File: config.mk
export PLATFORM = sky130hd
export DESIGN_NAME = scissor_clip_stack
export DESIGN_NICKNAME = d
export VERILOG_FILES = /design/src/sv/scs_pkg.sv /design/src/sv/scs_ctrl.sv /design/src/sv/scs_datapath.sv /design/src/sv/scissor_clip_stack.sv
export SDC_FILE = /design/constraint.sdc
export NUM_CORES = 2
export LEC_CHECK = 0
export ABC_AREA = 1
export BUFFER_PORTS_ARGS = -buffer_cell sky130_fd_sc_hd__buf_2
export CAP_MARGIN = 20
export CORE_MARGIN = 8
export CORE_UTILIZATION = 55
export DETAILED_ROUTE_END_ITERATION = 8
export GPL_TIMING_DRIVEN = 0
export PLACE_DENSITY = 0.68
export SLEW_MARGIN = 20
export SYNTH_ARGS = -nofsm -noshare
export SYNTH_HDL_FRONTEND = slang
export SYNTH_SLANG_ARGS = --single-unit
File: constraint.sdc
create_clock -name i_clk -period 19.9 [get_ports i_clk]
set_input_delay 4.975 -clock i_clk [delete_from_list [all_inputs] [get_ports i_clk]]
set_output_delay 4.975 -clock i_clk [all_outputs]
set_load 0.02 [all_outputs]
File: src/sv/scs_pkg.sv
// Shared types and constants for the scissor clip stack.
// Used by the controller, the datapath, the top level and the checker.
`timescale 1ns / 1ps

package scs_pkg;

    localparam int unsigned STACK_DEPTH_DEF = 16;

    typedef enum logic [1:0] {
        ACT_SET   = 2'd0,
        ACT_PUSH  = 2'd1,
        ACT_POP   = 2'd2,
        ACT_FRAME = 2'd3
    } t_action;

    typedef enum logic [1:0] {
        STS_OK        = 2'd0,
        STS_UNDERFLOW = 2'd1,
        STS_OVERFLOW  = 2'd2
    } t_status;

    // Where the new current rectangle comes from at commit
    typedef enum logic [2:0] {
        SRC_SET,
        SRC_PUSH,
        SRC_POP,
        SRC_CLEAR,
        SRC_NONE
    } t_src;

    typedef enum logic [1:0] {
        FSM_IDLE,
        FSM_EXEC,
        FSM_FINISH
    } t_fsm;

    typedef struct packed {
        logic               en;
        logic signed [15:0] left;
        logic signed [15:0] bottom;
        logic        [14:0] width;
        logic        [14:0] height;
    } t_rect;

    typedef struct packed {
        logic    load;
        logic    push;
        logic    pop;
        logic    commit;
        t_src    src;
        t_status status;
    } t_dp_cmd;

    typedef struct packed {
        t_action action;
        logic    full;
        logic    empty;
    } t_dp_stat;

endpackage

File: src/sv/scs_ctrl.sv
// Controller state machine for the scissor clip stack.
// Depends on scs_pkg; drives the datapath through t_dp_cmd.
`timescale 1ns / 1ps

module scs_ctrl (
    input  logic              i_clk,
    input  logic              i_rst_n,
    input  logic              i_valid,
    output logic              o_ready,
    output logic              o_valid,
    input  logic              i_ready,
    input  scs_pkg::t_dp_stat i_stat,
    output scs_pkg::t_dp_cmd  o_cmd
);

    scs_pkg::t_fsm    r_state, n_state;
    scs_pkg::t_src    r_src, n_src;
    scs_pkg::t_status r_status, n_status;
    logic             r_out_valid, n_out_valid;

    always_ff @(posedge i_clk) begin
        if (!i_rst_n) begin
            r_state     <= scs_pkg::FSM_IDLE;
            r_src       <= scs_pkg::SRC_NONE;
            r_status    <= scs_pkg::STS_OK;
            r_out_valid <= 1'b0;
        end else begin
            r_state     <= n_state;
            r_src       <= n_src;
            r_status    <= n_status;
            r_out_valid <= n_out_valid;
        end
    end

    always_comb begin
        n_state     = r_state;
        n_src       = r_src;
        n_status    = r_status;
        o_cmd       = '0;
        o_cmd.src   = r_src;
        o_cmd.status = r_status;
        o_ready     = 1'b0;
        n_out_valid = r_out_valid && !i_ready;

        unique case (r_state)
            scs_pkg::FSM_IDLE: begin
                o_ready = 1'b1;
                if (i_valid) begin
                    o_cmd.load = 1'b1;
                    n_state    = scs_pkg::FSM_EXEC;
                end
            end
            scs_pkg::FSM_EXEC: begin
                n_state  = scs_pkg::FSM_FINISH;
                n_status = scs_pkg::STS_OK;
                unique case (i_stat.action)
                    scs_pkg::ACT_SET: begin
                        n_src = scs_pkg::SRC_SET;
                    end
                    scs_pkg::ACT_PUSH: begin
                        if (i_stat.full) begin
                            n_src    = scs_pkg::SRC_NONE;
                            n_status = scs_pkg::STS_OVERFLOW;
                        end else begin
                            o_cmd.push = 1'b1;
                            n_src      = scs_pkg::SRC_PUSH;
                        end
                    end
                    scs_pkg::ACT_POP: begin
                        if (i_stat.empty) begin
                            n_src    = scs_pkg::SRC_NONE;
                            n_status = scs_pkg::STS_UNDERFLOW;
                        end else begin
                            o_cmd.pop = 1'b1;
                            n_src     = scs_pkg::SRC_POP;
                        end
                    end
                    scs_pkg::ACT_FRAME: begin
                        n_src = scs_pkg::SRC_CLEAR;
                    end
                    default: begin
                        n_src = scs_pkg::SRC_NONE;
                    end
                endcase
            end
            scs_pkg::FSM_FINISH: begin
                // hold until the output register is free
                if (!r_out_valid || i_ready) begin
                    o_cmd.commit = 1'b1;
                    n_out_valid  = 1'b1;
                    n_state      = scs_pkg::FSM_IDLE;
                end
            end
            default: begin
                n_state = scs_pkg::FSM_IDLE;
            end
        endcase
    end

    assign o_valid = r_out_valid;

endmodule

File: src/sv/scs_datapath.sv
// Datapath for the scissor clip stack: request capture, current rectangle,
// save stack memory, intersection and result register. Depends on scs_pkg.
`timescale 1ns / 1ps

module scs_datapath #(
    parameter int unsigned STACK_DEPTH = scs_pkg::STACK_DEPTH_DEF
) (
    input  logic                i_clk,
    input  logic                i_rst_n,
    input  scs_pkg::t_dp_cmd    i_cmd,
    output scs_pkg::t_dp_stat   o_stat,
    input  logic [1:0]          i_action,
    input  logic                i_enable_in,
    input  logic signed [15:0]  i_rect_x,
    input  logic signed [15:0]  i_rect_y,
    input  logic signed [15:0]  i_rect_w,
    input  logic signed [15:0]  i_rect_h,
    output logic                o_command_valid,
    output logic                o_scissor_on,
    output logic signed [15:0]  o_out_x,
    output logic signed [15:0]  o_out_y,
    output logic [14:0]         o_out_w,
    output logic [14:0]         o_out_h,
    output logic [1:0]          o_status
);

    localparam int unsigned CW = $clog2(STACK_DEPTH + 1);
    localparam int unsigned AW = (STACK_DEPTH > 1) ? $clog2(STACK_DEPTH) : 1;

    // captured request
    scs_pkg::t_action   r_in_action;
    logic               r_in_en;
    logic signed [15:0] r_in_x;
    logic signed [15:0] r_in_y;
    logic [14:0]        r_in_w;
    logic [14:0]        r_in_h;

    scs_pkg::t_rect     r_cur;
    logic [CW-1:0]      r_count;
    scs_pkg::t_rect     r_mem [STACK_DEPTH];
    scs_pkg::t_rect     r_rd_data;

    // intersection edges
    logic               r_isect;
    logic signed [15:0] r_l, r_b;
    logic signed [16:0] r_r, r_t;

    logic                  r_o_cmd_valid;
    scs_pkg::t_rect        r_o_rect;
    scs_pkg::t_status      r_o_status;

    logic signed [16:0] w_in_right, w_in_top, w_cur_right, w_cur_top;
    logic signed [15:0] w_l, w_b;
    logic signed [16:0] w_r, w_t;
    logic signed [17:0] w_dx, w_dy;
    logic [CW-1:0]      w_pop_cnt;
    scs_pkg::t_rect     w_set_rect, w_push_rect, n_cur;
    logic               w_cmd_valid;

    assign w_in_right  = {r_in_x[15], r_in_x} + $signed({2'b00, r_in_w});
    assign w_in_top    = {r_in_y[15], r_in_y} + $signed({2'b00, r_in_h});
    assign w_cur_right = {r_cur.left[15], r_cur.left} + $signed({2'b00, r_cur.width});
    assign w_cur_top   = {r_cur.bottom[15], r_cur.bottom} + $signed({2'b00, r_cur.height});

    assign w_l = (r_in_x > r_cur.left)   ? r_in_x : r_cur.left;
    assign w_b = (r_in_y > r_cur.bottom) ? r_in_y : r_cur.bottom;
    assign w_r = (w_in_right < w_cur_right) ? w_in_right : w_cur_right;
    assign w_t = (w_in_top < w_cur_top)     ? w_in_top   : w_cur_top;

    assign w_dx = {r_r[16], r_r} - {{2{r_l[15]}}, r_l};
    assign w_dy = {r_t[16], r_t} - {{2{r_b[15]}}, r_b};

    assign w_pop_cnt = r_count - CW'(1);

    always_comb begin
        w_set_rect.en     = r_in_en;
        w_set_rect.left   = r_in_x;
        w_set_rect.bottom = r_in_y;
        w_set_rect.width  = r_in_w;
        w_set_rect.height = r_in_h;

        w_push_rect.en = 1'b1;
        if (r_isect) begin
            w_push_rect.left   = r_l;
            w_push_rect.bottom = r_b;
            w_push_rect.width  = w_dx[17] ? 15'd0 : w_dx[14:0];
            w_push_rect.height = w_dy[17] ? 15'd0 : w_dy[14:0];
        end else begin
            w_push_rect.left   = r_in_x;
            w_push_rect.bottom = r_in_y;
            w_push_rect.width  = r_in_w;
            w_push_rect.height = r_in_h;
        end

        n_cur       = r_cur;
        w_cmd_valid = 1'b0;
        unique case (i_cmd.src)
            scs_pkg::SRC_SET: begin
                n_cur       = w_set_rect;
                w_cmd_valid = 1'b1;
            end
            scs_pkg::SRC_PUSH: begin
                n_cur       = w_push_rect;
                w_cmd_valid = 1'b1;
            end
            scs_pkg::SRC_POP: begin
                n_cur       = r_rd_data;
                w_cmd_valid = 1'b1;
            end
            scs_pkg::SRC_CLEAR: begin
                n_cur = '0;
            end
            default: begin
                n_cur = r_cur;
            end
        endcase
    end

    // control state: current rectangle and stack fill
    always_ff @(posedge i_clk) begin
        if (!i_rst_n) begin
            r_cur   <= '0;
            r_count <= '0;
        end else begin
            if (i_cmd.push) begin
                r_count <= r_count + CW'(1);
            end else if (i_cmd.pop) begin
                r_count <= w_pop_cnt;
            end else if (i_cmd.commit && i_cmd.src == scs_pkg::SRC_CLEAR) begin
                r_count <= '0;
            end
            if (i_cmd.commit) begin
                r_cur <= n_cur;
            end
        end
    end

    // stack memory, registered read
    always_ff @(posedge i_clk) begin
        if (i_cmd.push) begin
            r_mem[r_count[AW-1:0]] <= r_cur;
        end
        if (i_cmd.pop) begin
            r_rd_data <= r_mem[w_pop_cnt[AW-1:0]];
        end
    end

    // payload registers
    always_ff @(posedge i_clk) begin
        if (i_cmd.load) begin
            r_in_action <= scs_pkg::t_action'(i_action);
            r_in_en     <= i_enable_in;
            r_in_x      <= i_rect_x;
            r_in_y      <= i_rect_y;
            r_in_w      <= i_rect_w[15] ? 15'd0 : i_rect_w[14:0];
            r_in_h      <= i_rect_h[15] ? 15'd0 : i_rect_h[14:0];
        end
        if (i_cmd.push) begin
            r_isect <= r_cur.en;
            r_l     <= w_l;
            r_b     <= w_b;
            r_r     <= w_r;
            r_t     <= w_t;
        end
        if (i_cmd.commit) begin
            r_o_cmd_valid <= w_cmd_valid;
            r_o_rect      <= w_cmd_valid ? n_cur : '0;
            r_o_status    <= i_cmd.status;
        end
    end

    assign o_stat.action = r_in_action;
    assign o_stat.full   = (r_count == CW'(STACK_DEPTH));
    assign o_stat.empty  = (r_count == '0);

    assign o_command_valid = r_o_cmd_valid;
    assign o_scissor_on    = r_o_rect.en;
    assign o_out_x         = r_o_rect.left;
    assign o_out_y         = r_o_rect.bottom;
    assign o_out_w         = r_o_rect.width;
    assign o_out_h         = r_o_rect.height;
    assign o_status        = r_o_status;

endmodule

File: src/sv/scissor_clip_stack.sv
// Scissor clip stack: a new request is taken only after the previous one has
// committed. A request is captured in the idle state, executed in the exec
// state (stack memory write or read, edge compares for the clip intersection)
// and committed to the output register in the finish state; the single-port
// stack memory with its registered read sets that split. The next request is
// taken in the cycle after commit, even while the previous result still waits
// on o_valid. Results leave in request order, one per request. The stack holds
// up to STACK_DEPTH saved rectangles and needs no clearing pass after reset.
//
// Top level of the scissor clip stack; depends on scs_pkg, scs_ctrl and
// scs_datapath.
`timescale 1ns / 1ps

module scissor_clip_stack #(
    parameter int unsigned STACK_DEPTH = scs_pkg::STACK_DEPTH_DEF
) (
    input  logic               i_clk,
    input  logic               i_rst_n,
    input  logic               i_valid,
    output logic               o_ready,
    input  logic [1:0]         i_action,
    input  logic               i_enable_in,
    input  logic signed [15:0] i_rect_x,
    input  logic signed [15:0] i_rect_y,
    input  logic signed [15:0] i_rect_w,
    input  logic signed [15:0] i_rect_h,
    output logic               o_valid,
    input  logic               i_ready,
    output logic               o_command_valid,
    output logic               o_scissor_on,
    output logic signed [15:0] o_out_x,
    output logic signed [15:0] o_out_y,
    output logic [14:0]        o_out_w,
    output logic [14:0]        o_out_h,
    output logic [1:0]         o_status
);

    scs_pkg::t_dp_cmd  w_cmd;
    scs_pkg::t_dp_stat w_stat;

    scs_ctrl u_ctrl (
        .i_clk   (i_clk),
        .i_rst_n (i_rst_n),
        .i_valid (i_valid),
        .o_ready (o_ready),
        .o_valid (o_valid),
        .i_ready (i_ready),
        .i_stat  (w_stat),
        .o_cmd   (w_cmd)
    );

    scs_datapath #(
        .STACK_DEPTH (STACK_DEPTH)
    ) u_datapath (
        .i_clk           (i_clk),
        .i_rst_n         (i_rst_n),
        .i_cmd           (w_cmd),
        .o_stat          (w_stat),
        .i_action        (i_action),
        .i_enable_in     (i_enable_in),
        .i_rect_x        (i_rect_x),
        .i_rect_y        (i_rect_y),
        .i_rect_w        (i_rect_w),
        .i_rect_h        (i_rect_h),
        .o_command_valid (o_command_valid),
        .o_scissor_on    (o_scissor_on),
        .o_out_x         (o_out_x),
        .o_out_y         (o_out_y),
        .o_out_w         (o_out_w),
        .o_out_h         (o_out_h),
        .o_status        (o_status)
    );

endmodule

Word-level counts from Yosys, hierarchy flattened
Memories as Yosys holds them, arrays and structs flattened. A register that Yosys moved wholly into a read port is not among the register bits.
Cells that the tools add are included.
Storage, ports and cells
  memories: 1
  output and inout port bits: 68
  bits in writable memories: 1008
  word-level logic and storage cells: 99
  flip-flop bits (word level): 274
  input bits: 71
Cells by class
  equal/unequal tests: 11
  multiplexer cells: 35
  add/subtract/negate cells: 8
  magnitude comparators: 4
  reductions and logical operators: 12
Memory list
  u_datapath.r_mem: depth 16, bits a word 63, read ports 1, clocked after memory_dff 1, wr ports 1, RTL line scs_datapath.sv:40  | scs_pkg::t_rect r_mem [STACK_DEPTH];
Operators with widths (count)
  63-bit one-hot mux with 4 select lines: 1
  16-bit by 16-bit adder with 17-bit output: 4
  62-bit two-way mux: 1
  17-bit by 16-bit subtractor with 18-bit output: 2
  17-bit less-than comparator: 2
  17-bit two-way mux: 2
  16-bit > comparator: 2
  16-bit two-way mux: 2
  15-bit two-way mux: 2
  1-bit two-way mux: 15
  5-bit two-way mux: 3
  3-bit one-hot mux with 4 select lines: 1
  2-bit two-way mux: 4
  2-bit == test, second input constant: 3
  3-bit by 2-bit == test with 1-bit output, second input constant: 2
  3-bit two-way mux: 2
  2-bit one-hot mux with 3 select lines: 1
  5-bit by 1-bit adder with 5-bit output, second input constant: 1
  5-bit == test, second input constant: 1
  5-bit logical NOT: 1
  5-bit by 1-bit subtractor with 5-bit output, second input constant: 1
  2-bit by 1-bit == test with 1-bit output, second input constant: 2
  2-bit logical NOT: 2
  2-bit one-hot mux with 2 select lines: 1
  other kinds (10): 12

Depth between registers and ports, before layout
  word-level depth: 8
  depth in mapped cells: 23
  gate-level depth less buffers: 22

Cells and area by module
From an unflattened synthesis, not the netlist that was laid out.
Unflattened totals
  cells, all modules: 5093
  area total of the unflattened synthesis: 60011.3 µm²
Modules (own cells, without submodules)
  scs_datapath: sequential area each 39467.9 µm², instances 1, cells an instance 5034, area each 59590.9 µm²
  scs_ctrl: sequential area each 160.2 µm², instances 1, cells an instance 59, area each 420.4 µm²

Least setup slack after synthesis
OpenSTA, ideal clock, no wires.
  path type: in2reg
  from: in i_valid
  to: reg u_datapath.r_in_action[0] (enable)
  path slack: 9.911 ns
  required time: 19.331 ns
  setup time: 0.569 ns
  arrival time: 9.421 ns
  stages: 2
  path buffers: 0
  path through: inv_1 nor3_1
RTL lines
  start, declared: RTL line scissor_clip_stack.sv:19  | input logic i_valid,
  end signal, assigned: RTL line scs_datapath.sv:151  | r_in_action <= scs_pkg::t_action'(i_action);
  end, declared: RTL line scs_datapath.sv:31  | scs_pkg::t_action r_in_action;

Worst setup path after layout
  from: reg u_datapath.r_o_rect (netlist bit u_datapath.o_out_x[12])
  to: out o_out_x[12]
RTL lines
  start, declared: RTL line scs_datapath.sv:49  | scs_pkg::t_rect r_o_rect;
  start signal, assigned: RTL line scs_datapath.sv:167  | r_o_rect <= w_cmd_valid ? n_cur : '0;
  end, declared: RTL line scissor_clip_stack.sv:31  | output logic signed [15:0] o_out_x,
No word-level cell between the ends.

==> impl_metrics.py <==
metrics = {
    "route": {
        "postRouteAntennaNets": 0,
        "wirelength_um": 208400,
        "avgViaCountPerCell": 6.318,
        "vias": 45280,
        "drcViolationCount": 0,
        "drt_iter0_markers": 6542,
        "avgRoutedWirePerCell_um": 29.07,
        "drt-pass1-iter-count": 8,
    },
    "global_route": {
        "gr-total-overflow": 0,
        "grt_usage_pct": 33.34,
        "grt_first_pass_wirelength_um": 293800,
        "antenna_found_initial": 8,
        "grt_pass1_vias": 42620,
        "grt_max_degree": 41,
    },
    "synth": {
        "synth_ff_type": "edfxtp_1",
        "synth_cell_types": 56,
        "ys_seq_area_share_pct": 65.37,
        "yosysWarnings": 0,
        "synth.net_count": 5477,
        "async_flop_share_pct": 0,
        "synth_top_cell_area_share_pct": 62.86,
        "synth_area_leaders": "edfxtp_1, nor2_1, o21ai_0",
        "synthTopCellsByCount": "edfxtp_1, nor2_1, nand2_1",
        "syn_area_mm2": 0.06062,
        "post-synth-top-area-cell": "edfxtp_1",
        "synth.avg_cell_area_um2": 11.58,
        "synth_edf_count": 1269,
        "yosysMostFrequentCell": "edfxtp_1",
        "syn_inst": 5233,
        "synth-seq-cells": 1345,
    },
    "sta": {
        "fin_worst_skew_ns": 0.03192,
        "whs_ns": 0.5127,
        "rsz0062_at_grt": "no",
        "setup_viol": 0,
        "tightest_slew_ns": 1.304,
        "max_freq_mhz": 154.7,
        "period_share_pct": 32.48,
        "drv_slew": 0,
        "timing.final.ws_setup_ns": 13.44,
        "max_slew_margin_pct": 12.94,
        "min_period_ns": 6.464,
        "tns_ns": 0,
        "hold_violations": 0,
    },
    "layout": {
        "seq_area_mm2": 0.03964,
        "nets": 5821,
        "fillerInstances": 8404,
        "stdcell_area_mm2": 0.06924,
        "layout-area-overhead-vs-synth_pct": 14.23,
        "layout.cells.non_filler": 7167,
        "drive_above_1_share_pct": 10.39,
        "multi_input_area_mm2": 0.01842,
    },
    "job": {
        "drv_cap": 0,
    },
    "placed_design": {
        "post-place-ws_ns": 12.79,
        "placed_area_mm2": 0.06478,
        "place_hpwl_um": 150500,
        "placement.io_buffers": 137,
        "gp_congestion": 1.006,
        "dp.cells": 6912,
    },
    "status": {
        "status": "completed",
    },
    "die": {
        "die_w_um": 348.0,
        "dieArea_mm2": 0.1211,
        "pin_count": 139,
        "row_count": 121,
        "initial_core_util_pct": 55.53,
        "die_y_um": 348.0,
        "core_mm2": 0.1092,
    },
    "critical_path": {
        "cp-startpoint": "u_datapath.o_out_x[12]",
        "critPathCapture": "o_out_x[12]",
        "path_cells": "buf_2",
        "crit_fanout": 1,
        "r2r-start": "u_datapath.r_cur[1]",
        "endpoint_kind": "primary output",
        "cp-start-kind": "register",
        "reg2reg_slack_ns": 14.94,
        "cp_top_family": "flip-flops",
        "worstSetupPathType": "reg2out",
        "cp.arrival_ns": 1.49,
        "cp_data_required_time_ns": 14.93,
        "cp_num_cells": 1,
        "cp_num_buf_inv": 1,
        "critPathSlowestCell": "edfxtp_1",
        "r2r_cells": 20,
        "worstReg2RegEnd": "u_datapath.r_t[11]",
        "slowest_delay_ns": 0.51,
    },
    "power_and_ir_drop": {
        "intPower_mw": 4.957,
        "comb_power_share_pct": 16.6,
        "pwr-share-clk_pct": 37.0,
        "p_sw_mw": 2.023,
        "p_per_area_mw_per_mm2": 100.8,
        "max-vdd-ir-drop_v": 0.00007072,
        "sw_frac_of_total_pct": 28.98,
        "power_frac_seq_pct": 46.3,
        "p_leak_nw": 24.94,
    },
    "clock_tree": {
        "cts.path.max_buffers": 3,
        "holdBufCountCts": 0,
        "cts.sinks": 1345,
        "cts_resized": 0,
        "cts_tree": "done",
        "clk_latency_ns": 0.78,
        "cts_buffers": 139,
        "cts_root_buffer": "clkbuf_16",
        "clkTransAtPathRegs_ns": 0.06,
        "cts_max_level": 4,
        "post-cts-setup-buffers": 0,
    },
    "hold_path": {
        "hold_class": "reg2reg",
    },
}
==> power by group through the flow <==
stage               clock [mW]  combinational, mW  sequential, mW
floorplan                    0              0.651            3.25
global placement             0               1.10            3.29
detailed placement           0               1.12            3.29
CTS                       2.59               1.13            3.23
global route              2.70               1.23            3.23
finish                    2.59               1.16            3.23
==> kinds of logic after synthesis <==
| logic type | count (synthesis) | synth area share (%) |
|---|---|---|
| AO/OA/AOI/OAI | 1159 | 11.52 |
| XOR/XNOR | 50 | 0.7472 |
| adder cells (fa/ha/maj) | 173 | 3.645 |
| buffers and inverters | 676 | 4.442 |
| flip-flops | 1345 | 65.37 |
| multiplexers | 177 | 2.923 |
| AND/OR/NAND/NOR | 1653 | 11.35 |
==> worst min-delay path by stage <==
stage,cells after the start,from,end
global route,1,u_ctrl.r_state[0],u_ctrl.r_state[0]
floorplan,0,u_ctrl.r_status[0],u_datapath.o_status[0]
CTS,1,u_ctrl.r_state[0],u_ctrl.r_state[0]
finish,1,u_ctrl.r_state[0],u_ctrl.r_state[0]
global placement,1,u_ctrl.r_state[0],u_ctrl.r_state[0]
detailed placement,1,u_ctrl.r_state[0],u_ctrl.r_state[0]
==> placed cells by master (no fill, tap or decap), types with 70 or more instances in the layout <==
cell type,synthesis,routed
clkbuf_1,170,210
nand3_1,255,255
nand2_1,626,626
o22ai_1,97,97
dfxtp_1,76,70
o21ai_0,482,482
ha_1,167,167
buf_2,67,205
inv_1,393,392
mux2i_1,177,177
a21oi_1,208,208
nor2_1,645,629
clkbuf_16,0,141
o221ai_1,116,116
edfxtp_1,1269,1269
==> per-layer routing <==
metal	track usage, %	up-vias	wire length [um]
met4	17.35	8	12650
met2	50.46	3059	91080
met5	0	-	48
li1	-	19650	-
met3	8.686	562	25800
met1	44.45	22000	78780
==> final cells by class <==
| type | instances | share of cell area [%] |
|---|---|---|
| clock inverters | 64 | 0.9956 |
| diodes | 1 | 0.003614 |
| repair buffers | 203 | 3.153 |
| inverters | 404 | 2.194 |
| flip-flops and latches | 1345 | 57.24 |
| well taps | 1476 | 2.667 |
| plain buffers | 272 | 1.708 |
| clock buffers | 190 | 5.433 |
| multi-input cells | 3212 | 26.61 |
==> through the flow <==
step                util, %  total power, mW
floorplan                 -            3.903
global placement      57.85            4.390
detailed placement    59.35            4.409
CTS                   63.43            6.950
global route          63.43            7.159
finish                63.44            6.980
==> sequential cells by signal, summed over array words and instances, names as in the netlist, 2 cells and up <==
signal,count
u_datapath.o_out_w,15
u_datapath.r_in_h,15
u_datapath.r_in_x,16
u_datapath.r_count,5
u_datapath.o_status,2
u_datapath.r_t,17
u_datapath.o_out_h,15
u_ctrl.r_src,3
u_datapath.r_l,16
u_datapath.r_r,17
u_datapath.o_out_y,16
u_datapath.r_in_action,2
u_datapath.r_mem,1008
u_datapath.r_b,16
u_datapath.o_out_x,16
u_datapath.r_cur,63
u_datapath.r_in_w,15
u_datapath.r_in_y,16
u_ctrl.r_state,2
u_datapath.r_rd_data,63
u_ctrl.r_status,2
(Power assumes the default switching activity.)
